==> config.mk <==
export PLATFORM = sky130hd
export DESIGN_NAME = fat_root_entry_decoder_unit
export DESIGN_NICKNAME = d
export VERILOG_FILES = /design/src/fatrd_pkg.sv /design/src/fatrd_emit.sv /design/src/fat_root_entry_decoder_unit.sv
export SDC_FILE = /design/constraint.sdc
export NUM_CORES = 1
export LEC_CHECK = 0
export BUFFER_PORTS_ARGS = -buffer_cell sky130_fd_sc_hd__buf_2
export CAP_MARGIN = 20
export CORE_UTILIZATION = 60
export CTS_CLUSTER_SIZE = 30
export DETAILED_ROUTE_END_ITERATION = 10
export PLACE_DENSITY_LB_ADDON = 0.08
export SLEW_MARGIN = 10
export SYNTH_ARGS = -nofsm -noshare
export SYNTH_HDL_FRONTEND = slang
export SYNTH_SLANG_ARGS = --single-unit
==> constraint.sdc <==
create_clock -name clk -period 8.5 [get_ports clk]
set_input_delay 0.85 -clock clk [delete_from_list [all_inputs] [get_ports clk]]
set_output_delay 0.85 -clock clk [all_outputs]
set_load 0.1 [all_outputs]
==> src/fatrd_pkg.sv <==
// ----------------------------------------------------------------------------
// fatrd_pkg: shared types and constants of the root directory entry decoder
// Entry layout offsets, special byte codes, and the structs that link the
// byte collector to the name and metadata emitter.
// ----------------------------------------------------------------------------
package fatrd_pkg;

	localparam int unsigned ENTRY_LEN  = 32;
	localparam int unsigned POS_W      = $clog2(ENTRY_LEN);
	localparam int unsigned ADDR_W     = POS_W + 1;  // two entry banks
	localparam int unsigned IDX_W      = 4;           // name byte index 0..10

	localparam logic [POS_W-1:0] POS_FIRST   = POS_W'(0);
	localparam logic [POS_W-1:0] POS_ATTR    = POS_W'(11);
	localparam logic [POS_W-1:0] POS_DATE_LO = POS_W'(16);
	localparam logic [POS_W-1:0] POS_DATE_HI = POS_W'(17);
	localparam logic [POS_W-1:0] POS_CLUS_LO = POS_W'(26);
	localparam logic [POS_W-1:0] POS_CLUS_HI = POS_W'(27);
	localparam logic [POS_W-1:0] POS_SIZE_0  = POS_W'(28);
	localparam logic [POS_W-1:0] POS_SIZE_1  = POS_W'(29);
	localparam logic [POS_W-1:0] POS_SIZE_2  = POS_W'(30);
	localparam logic [POS_W-1:0] POS_LAST    = POS_W'(ENTRY_LEN - 1);

	localparam logic [IDX_W-1:0] IDX_BASE_LAST = IDX_W'(7);
	localparam logic [IDX_W-1:0] IDX_EXT_FIRST = IDX_W'(8);
	localparam logic [IDX_W-1:0] IDX_EXT_LAST  = IDX_W'(10);

	localparam logic [7:0]  FREE_CODE   = 8'h00;
	localparam logic [7:0]  SPACE_CODE  = 8'h20;
	localparam logic [7:0]  ERASED_CODE = 8'hE5;
	localparam logic [7:0]  LFN_ATTR    = 8'h0F;
	localparam logic [7:0]  DIR_ATTR    = 8'h10;
	localparam logic [7:0]  DOT_CODE    = 8'h2E;
	localparam logic [11:0] YEAR_BASE   = 12'd1980;
	localparam logic [15:0] DAY_MASK    = 16'b0000_0000_0001_1111;

	typedef struct packed {
		logic [7:0]  attributes;
		logic [15:0] date;
		logic [31:0] file_size;
		logic [15:0] first_cluster;
	} meta_t;

	typedef struct packed {
		logic              en;
		logic [ADDR_W-1:0] addr;
		logic [7:0]        data;
	} wr_req_t;

	typedef struct packed {
		logic  valid;
		logic  bank;
		meta_t meta;
	} start_t;

	typedef enum logic [1:0] {
		E_IDLE,
		E_READ,
		E_EVAL,
		E_META
	} emit_state_t;

endpackage

==> src/fatrd_emit.sv <==
// ----------------------------------------------------------------------------
// fatrd_emit: entry store and result emitter
// Holds two entry banks in a synchronous RAM, reads back the 8.3 name bytes
// of a finished entry and drives the result register.
// ----------------------------------------------------------------------------
module fatrd_emit (
	input  logic               clk,
	input  logic               arst_n,
	input  fatrd_pkg::wr_req_t wr,
	input  fatrd_pkg::start_t  start,
	output logic               busy,
	output logic               out_valid,
	input  logic               out_ready,
	output logic [7:0]         name_char,
	output logic               entry_done,
	output logic [7:0]         attributes,
	output logic               is_directory,
	output logic [4:0]         day,
	output logic [3:0]         month,
	output logic [11:0]        year,
	output logic [31:0]        file_size,
	output logic [15:0]        first_cluster
);
	import fatrd_pkg::*;

	logic [7:0] mem [2*ENTRY_LEN];
	logic [7:0] rdata_q;

	emit_state_t      state_q, state_d;
	logic [IDX_W-1:0] idx_q, idx_d;
	logic             dot_q, dot_d;
	logic             bank_q;
	meta_t            meta_q;

	logic       can_load, load, ld_meta, rd_en;
	logic [7:0] ld_char;

	logic        valid_q, done_q, dir_q;
	logic [7:0]  char_q, attr_q;
	logic [4:0]  day_q;
	logic [3:0]  month_q;
	logic [11:0] year_q;
	logic [31:0] size_q;
	logic [15:0] clus_q;

	assign can_load = !valid_q || out_ready;
	assign busy     = (state_q != E_IDLE);

	// entry RAM: collector writes one bank, emitter reads the other
	always_ff @(posedge clk) begin
		if (wr.en) begin
			mem[wr.addr] <= wr.data;
		end
		if (rd_en) begin
			rdata_q <= mem[{bank_q, POS_W'(idx_q)}];
		end
	end

	always_comb begin
		state_d = state_q;
		idx_d   = idx_q;
		dot_d   = dot_q;
		load    = 1'b0;
		ld_meta = 1'b0;
		ld_char = rdata_q;
		rd_en   = 1'b0;
		unique case (state_q)
			E_IDLE: begin
				if (start.valid) begin
					idx_d   = '0;
					dot_d   = 1'b0;
					state_d = E_READ;
				end
			end
			E_READ: begin
				rd_en   = 1'b1;
				state_d = E_EVAL;
			end
			E_EVAL: begin
				if (can_load) begin
					if (idx_q <= IDX_BASE_LAST) begin
						load    = (rdata_q != SPACE_CODE);
						idx_d   = idx_q + 1'b1;
						state_d = E_READ;
					end else if (idx_q == IDX_EXT_FIRST && rdata_q == SPACE_CODE) begin
						state_d = E_META;
					end else if (idx_q == IDX_EXT_FIRST && !dot_q) begin
						load    = 1'b1;
						ld_char = DOT_CODE;
						dot_d   = 1'b1;
					end else begin
						load = 1'b1;
						if (idx_q == IDX_EXT_LAST) begin
							state_d = E_META;
						end else begin
							idx_d   = idx_q + 1'b1;
							state_d = E_READ;
						end
					end
				end
			end
			E_META: begin
				if (can_load) begin
					load    = 1'b1;
					ld_meta = 1'b1;
					state_d = E_IDLE;
				end
			end
			default: state_d = E_IDLE;
		endcase
	end

	always_ff @(posedge clk or negedge arst_n) begin
		if (!arst_n) begin
			state_q <= E_IDLE;
			idx_q   <= '0;
			dot_q   <= 1'b0;
			valid_q <= 1'b0;
		end else begin
			state_q <= state_d;
			idx_q   <= idx_d;
			dot_q   <= dot_d;
			if (load) begin
				valid_q <= 1'b1;
			end else if (out_ready) begin
				valid_q <= 1'b0;
			end
		end
	end

	always_ff @(posedge clk) begin
		if (state_q == E_IDLE && start.valid) begin
			bank_q <= start.bank;
			meta_q <= start.meta;
		end
		if (load) begin
			if (ld_meta) begin
				char_q  <= '0;
				done_q  <= 1'b1;
				attr_q  <= meta_q.attributes;
				dir_q   <= (meta_q.attributes == DIR_ATTR);
				day_q   <= 5'(meta_q.date & DAY_MASK);
				month_q <= meta_q.date[8:5];
				year_q  <= 12'(meta_q.date[15:9]) + YEAR_BASE;
				size_q  <= meta_q.file_size;
				clus_q  <= meta_q.first_cluster;
			end else begin
				char_q  <= ld_char;
				done_q  <= 1'b0;
				attr_q  <= '0;
				dir_q   <= 1'b0;
				day_q   <= '0;
				month_q <= '0;
				year_q  <= '0;
				size_q  <= '0;
				clus_q  <= '0;
			end
		end
	end

	assign out_valid     = valid_q;
	assign name_char     = char_q;
	assign entry_done    = done_q;
	assign attributes    = attr_q;
	assign is_directory  = dir_q;
	assign day           = day_q;
	assign month         = month_q;
	assign year          = year_q;
	assign file_size     = size_q;
	assign first_cluster = clus_q;

`ifndef NO_ASSERTIONS
	a_start_idle: assert property (@(posedge clk) disable iff (!arst_n)
		start.valid |-> state_q == E_IDLE)
		else $error("entry started while emitter busy");

	a_read_then_eval: assert property (@(posedge clk) disable iff (!arst_n)
		state_q == E_READ |=> state_q == E_EVAL)
		else $error("RAM read not followed by evaluation");

	a_idx_range: assert property (@(posedge clk) disable iff (!arst_n)
		state_q != E_IDLE |-> idx_q <= IDX_EXT_LAST)
		else $error("name index beyond extension");

	a_meta_last: assert property (@(posedge clk) disable iff (!arst_n)
		(state_q == E_META && can_load) |=> (valid_q && done_q && state_q == E_IDLE))
		else $error("metadata result not issued on leaving META");

	a_no_overwrite: assert property (@(posedge clk) disable iff (!arst_n)
		(busy && wr.en) |-> wr.addr[ADDR_W-1] != bank_q)
		else $error("write into bank under readout");
`endif

endmodule

==> src/fat_root_entry_decoder_unit.sv <==
// ----------------------------------------------------------------------------
// fat_root_entry_decoder_unit: FAT12 root directory entry decoder
// Collects 32-byte directory entries and emits 8.3 name characters followed
// by one metadata result per live entry.
// ----------------------------------------------------------------------------
// Usage:
//   Input channel (in_valid/in_ready/data_byte) takes the raw root directory
//   region one byte per transfer, entries back to back. Output channel
//   (out_valid/out_ready/...) gives one transfer per name character, then one
//   transfer with entry_done set carrying attributes, date, size and cluster.
//   Free, erased and long-name entries give no output at all.
// Timing:
//   Bytes are taken one per cycle while in_ready is high. Entries are stored
//   in a two-bank RAM, so the next entry is collected while the previous one
//   is read out. Readout takes a RAM read and an evaluation per name byte,
//   plus one evaluation for the dot; the first result is registered through
//   the READ and EVAL states after an entry's last byte when byte 0 is not a
//   space; without an output stall the metadata result is loaded before the
//   next entry's last byte, so the sustained rate is one byte per cycle.
// Stall:
//   When the receiver holds out_ready low, the result register holds; the
//   input keeps flowing until the last byte of the following entry, where
//   in_ready drops until the readout of the earlier entry has finished.
// Reset:
//   arst_n clears the byte position, bank select and emitter; no output.
// ----------------------------------------------------------------------------
module fat_root_entry_decoder_unit (
	input  logic        clk,
	input  logic        arst_n,
	input  logic        in_valid,
	output logic        in_ready,
	input  logic [7:0]  data_byte,
	output logic        out_valid,
	input  logic        out_ready,
	output logic [7:0]  name_char,
	output logic        entry_done,
	output logic [7:0]  attributes,
	output logic        is_directory,
	output logic [4:0]  day,
	output logic [3:0]  month,
	output logic [11:0] year,
	output logic [31:0] file_size,
	output logic [15:0] first_cluster
);
	import fatrd_pkg::*;

	logic [POS_W-1:0] pos_q;
	logic             wbank_q;
	logic [7:0]       first_q;
	meta_t            meta_q;
	logic             emit_busy;
	logic             in_xfer;
	logic             last_byte;
	logic             keep;
	wr_req_t          wr;
	start_t           start;

	// hold the last byte of an entry until the other bank is free again
	assign last_byte = (pos_q == POS_LAST);
	assign in_ready  = !(last_byte && emit_busy);
	assign in_xfer   = in_valid && in_ready;

	// drop free, erased and long-name entries
	assign keep = (first_q != FREE_CODE) && (first_q != ERASED_CODE) &&
	              (meta_q.attributes != LFN_ATTR);

	assign wr.en   = in_xfer;
	assign wr.addr = {wbank_q, pos_q};
	assign wr.data = data_byte;

	// metadata is complete once the incoming top size byte is merged in
	assign start.valid                = in_xfer && last_byte && keep;
	assign start.bank                 = wbank_q;
	assign start.meta.attributes      = meta_q.attributes;
	assign start.meta.date            = meta_q.date;
	assign start.meta.first_cluster   = meta_q.first_cluster;
	assign start.meta.file_size       = {data_byte, meta_q.file_size[23:0]};

	// advance the byte position and flip banks at each entry boundary
	always_ff @(posedge clk or negedge arst_n) begin
		if (!arst_n) begin
			pos_q   <= '0;
			wbank_q <= 1'b0;
		end else if (in_xfer) begin
			pos_q <= pos_q + 1'b1;
			if (last_byte) begin
				wbank_q <= !wbank_q;
			end
		end
	end

	// capture the bytes that decide dropping and form the metadata result
	always_ff @(posedge clk) begin
		if (in_xfer) begin
			unique case (pos_q)
				POS_FIRST:   first_q                       <= data_byte;
				POS_ATTR:    meta_q.attributes             <= data_byte;
				POS_DATE_LO: meta_q.date[7:0]              <= data_byte;
				POS_DATE_HI: meta_q.date[15:8]             <= data_byte;
				POS_CLUS_LO: meta_q.first_cluster[7:0]     <= data_byte;
				POS_CLUS_HI: meta_q.first_cluster[15:8]    <= data_byte;
				POS_SIZE_0:  meta_q.file_size[7:0]         <= data_byte;
				POS_SIZE_1:  meta_q.file_size[15:8]        <= data_byte;
				POS_SIZE_2:  meta_q.file_size[23:16]       <= data_byte;
				default:     meta_q.file_size[31:24]       <= meta_q.file_size[31:24];
			endcase
		end
	end

	fatrd_emit u_emit (
		.clk           (clk),
		.arst_n        (arst_n),
		.wr            (wr),
		.start         (start),
		.busy          (emit_busy),
		.out_valid     (out_valid),
		.out_ready     (out_ready),
		.name_char     (name_char),
		.entry_done    (entry_done),
		.attributes    (attributes),
		.is_directory  (is_directory),
		.day           (day),
		.month         (month),
		.year          (year),
		.file_size     (file_size),
		.first_cluster (first_cluster)
	);

endmodule
==> impl_metrics.json <==
{
  "outcome": "completed",
  "yosys_warnings": 0,
  "p_per_area_mw_per_mm2": 355,
  "clock-sinks": 510,
  "nets": 1025,
  "clock_skew_ps": 15.6,
  "io_pins": 101,
  "slew_violations": 0,
  "dr_total_vias": 8514,
  "clkTransAtPathRegs_ps": 60,
  "ys_seq_area_share_pct": 81.5,
  "ff2ff_setup_slack_ps": 5280,
  "antenna_found_initial": 0,
  "gp_congestion": 0.844,
  "ys_types": 42,
  "multi_input_area_sq_mm": 0.00329,
  "crit_arrival_ps": 3380,
  "viasPerCell": 5.93,
  "die_x_um": 179,
  "synth_seq_cells": 510,
  "drive_above_1_share_pct": 26.4,
  "critPathCaptureType": "flip-flop",
  "setup-violations-final": 0,
  "htreeDepth": 2,
  "period_needed_ps": 3220,
  "critPathLaunchType": "flip-flop",
  "initialDrtViolationCount": 741,
  "hold_viol": 0,
  "cts_setup_buffers": 0,
  "cts_resized": 0,
  "syn_nets": 898,
  "port_buffers": 100,
  "finalPower_mw": 7.50,
  "drc": 0,
  "fin_tns_setup_ps": 0,
  "seqCellArea_sq_mm": 0.0153,
  "die_y_um": 179,
  "dr.pass1.iters": 5,
  "grt_max_degree": 88,
  "peakVddDrop_uv": 181,
  "grt_pass1_wl_um": 50700,
  "core_sq_mm": 0.0307,
  "hold_path.class": "input pin to asynchronous set/reset pin",
  "syn_inst": 876,
  "grt.overflow.total": 0,
  "fmax_ghz": 0.310,
  "worst-setup-path-type": "flip-flop to flip-flop",
  "rsz0062_at_grt": "no",
  "cts_made_buffers": 48,
  "routed_wl_um": 33900,
  "fillers": 1876,
  "die_area_sq_mm": 0.0319,
  "initial_core_util_pct": 61.0,
  "grtUsageTotal_pct": 22.3,
  "final_common_cell": "edfxtp_1",
  "cts_hold_buf": 0,
  "area_delta_synth_final_pct": 13.0,
  "layout_common_cells": "edfxtp_1 (496), buf_2 (103), mux4_2 (80), and2_1 (70), clkbuf_16 (49)",
  "clk-insertion-delay-late_ps": 540,
  "cts_root_buffer": "clkbuf_16",
  "place.detailed.hpwl_um": 20200,
  "tritoncts": "built",
  "required_ps": 8660,
  "grt_pass1_vias": 8438,
  "finalCritPeriodShare_pct": 37.9,
  "clockBufferDepth": 3,
  "fp-row-count": 64,
  "worst_pin_slew_ps": 1100,
  "cellLeakagePower_nw": 7.01,
  "synth_area_per_cell_sq_um": 21.4,
  "syn_area_sq_mm": 0.0187,
  "maxCapViolations": 0,
  "postRouteAntennaNets": 0,
  "slew_headroom_pct": 26.1,
  "n_antenna_cell": 0,
  "cp_max_fo": 10,
  "wl_per_cell_um": 23.6
}
-- kinds of logic (layout without fill, tap and decap cells) --
logic type | Yosys count | in the layout | share of synthesized area [%]
XOR/XNOR | 7 | 7 | 0.328
flip-flops | 510 | 510 | 81.5
multiplexers | 89 | 89 | 10.2
adder cells (fa/ha/maj) | 10 | 10 | 0.669
AND/OR/NAND/NOR | 190 | 190 | 5.42
buffers and inverters | 45 | 209 | 1.04
AO/OA/AOI/OAI | 25 | 25 | 0.876
-- worst paths after layout --
check / start / depth (start not counted) / endpoint
max: pos_q[0] / 7 / u_emit.mem[47][4]
min: arst_n / 1 / u_emit.idx_q[3]
max reg2reg: pos_q[0] / 7 / u_emit.mem[47][4]
min reg2reg: meta_q[6] / 0 / u_emit.meta_q[6]
max in group asynchronous: arst_n / 1 / u_emit.idx_q[0]
min in group clk: meta_q[6] / 0 / u_emit.meta_q[6]
-- sequential cells by signal, summed over array words and instances (netlist names), 8 cells and up --
| register | flops |
|---|---|
| u_emit.name_char | 8 |
| first_q | 8 |
| u_emit.year | 12 |
| u_emit.attributes | 8 |
| u_emit.meta_q | 72 |
| meta_q | 64 |
| u_emit.mem | 256 |
| u_emit.file_size | 32 |
| u_emit.rdata_q | 8 |
| u_emit.first_cluster | 16 |
-- metrics by stage --
stage	instance area [sq um]	setup slack [ps]	cells	utilization [%]	hold slack [ps]
final	21100	5280	1436	68.9	214
after detailed placement	19600	5230	1343	64.0	405
after floorplan	18700	935	876	-	400
after global placement	19600	5290	1343	64.0	402
after CTS	21100	5210	1430	68.6	202
after global routing	21100	5040	1436	68.9	213
-- where the power goes --
| group | switching (mW) | internal (mW) |
|---|---|---|
| clock | 0.849 | 1.09 |
| combinational | 1.65 | 0.584 |
| sequential | 0.208 | 3.12 |
-- layer usage --
metal | vias up | wire length [um] | GRT usage [%]
li1 | 3735 | - | -
met1 | 4357 | 13900 | 31.2
met2 | 358 | 16800 | 36.3
met3 | 64 | 2310 | 3.88
met4 | 0 | 823 | 6.81
met5 | - | 0 | 0
-- worst max-delay path, stage by stage (launching register included) --
cell,delay (ps)
dfrtp_1,450
ha_1,260
and3_1,190
ha_1,180
o21ai_1,120
and2_1,390
nand4_1,330
nor2_1,920
-- synth_stat cells, drive strengths merged --
library cell	n	area share (%)
nor2b	4	0.13
mux4	80	9.6
nand3b	2	0.080
a32o	1	0.054
and2	70	2.3
a21oi	7	0.19
and4b	1	0.054
o21ba	1	0.054
nor4	4	0.13
a22o	1	0.047
xnor2	5	0.23
or4	2	0.080
xor2	2	0.094
o21ai	5	0.13
mux2i	1	0.054
buf	16	0.46
dfrtp	14	1.9
and3	9	0.30
ha	10	0.67
mux2	8	0.48
nand3	8	0.21
nand2	21	0.42
edfxtp	496	80
clkbuf	20	0.40
nor2	49	0.98
nand4b	1	0.047
o21a	4	0.16
nand4	5	0.17
nor4b	2	0.094
a211oi	3	0.12
clkinv	1	0.020
inv	8	0.16
o31ai	2	0.080
nand2b	3	0.10
nor3	6	0.16
o211ai	1	0.040
nor3b	1	0.040
or3	2	0.067
-- area by class of cell --
class                           count  area share (%)
Sequential cell                   510            72.2
Multi-Input combinational cell    321            15.6
Clock buffer                       59            5.98
Timing Repair Buffer              113            3.00
Tap cell                          396            2.34
Clock inverter                     28           0.764
Inverter                            9           0.160
(Power assumes the default switching activity.)
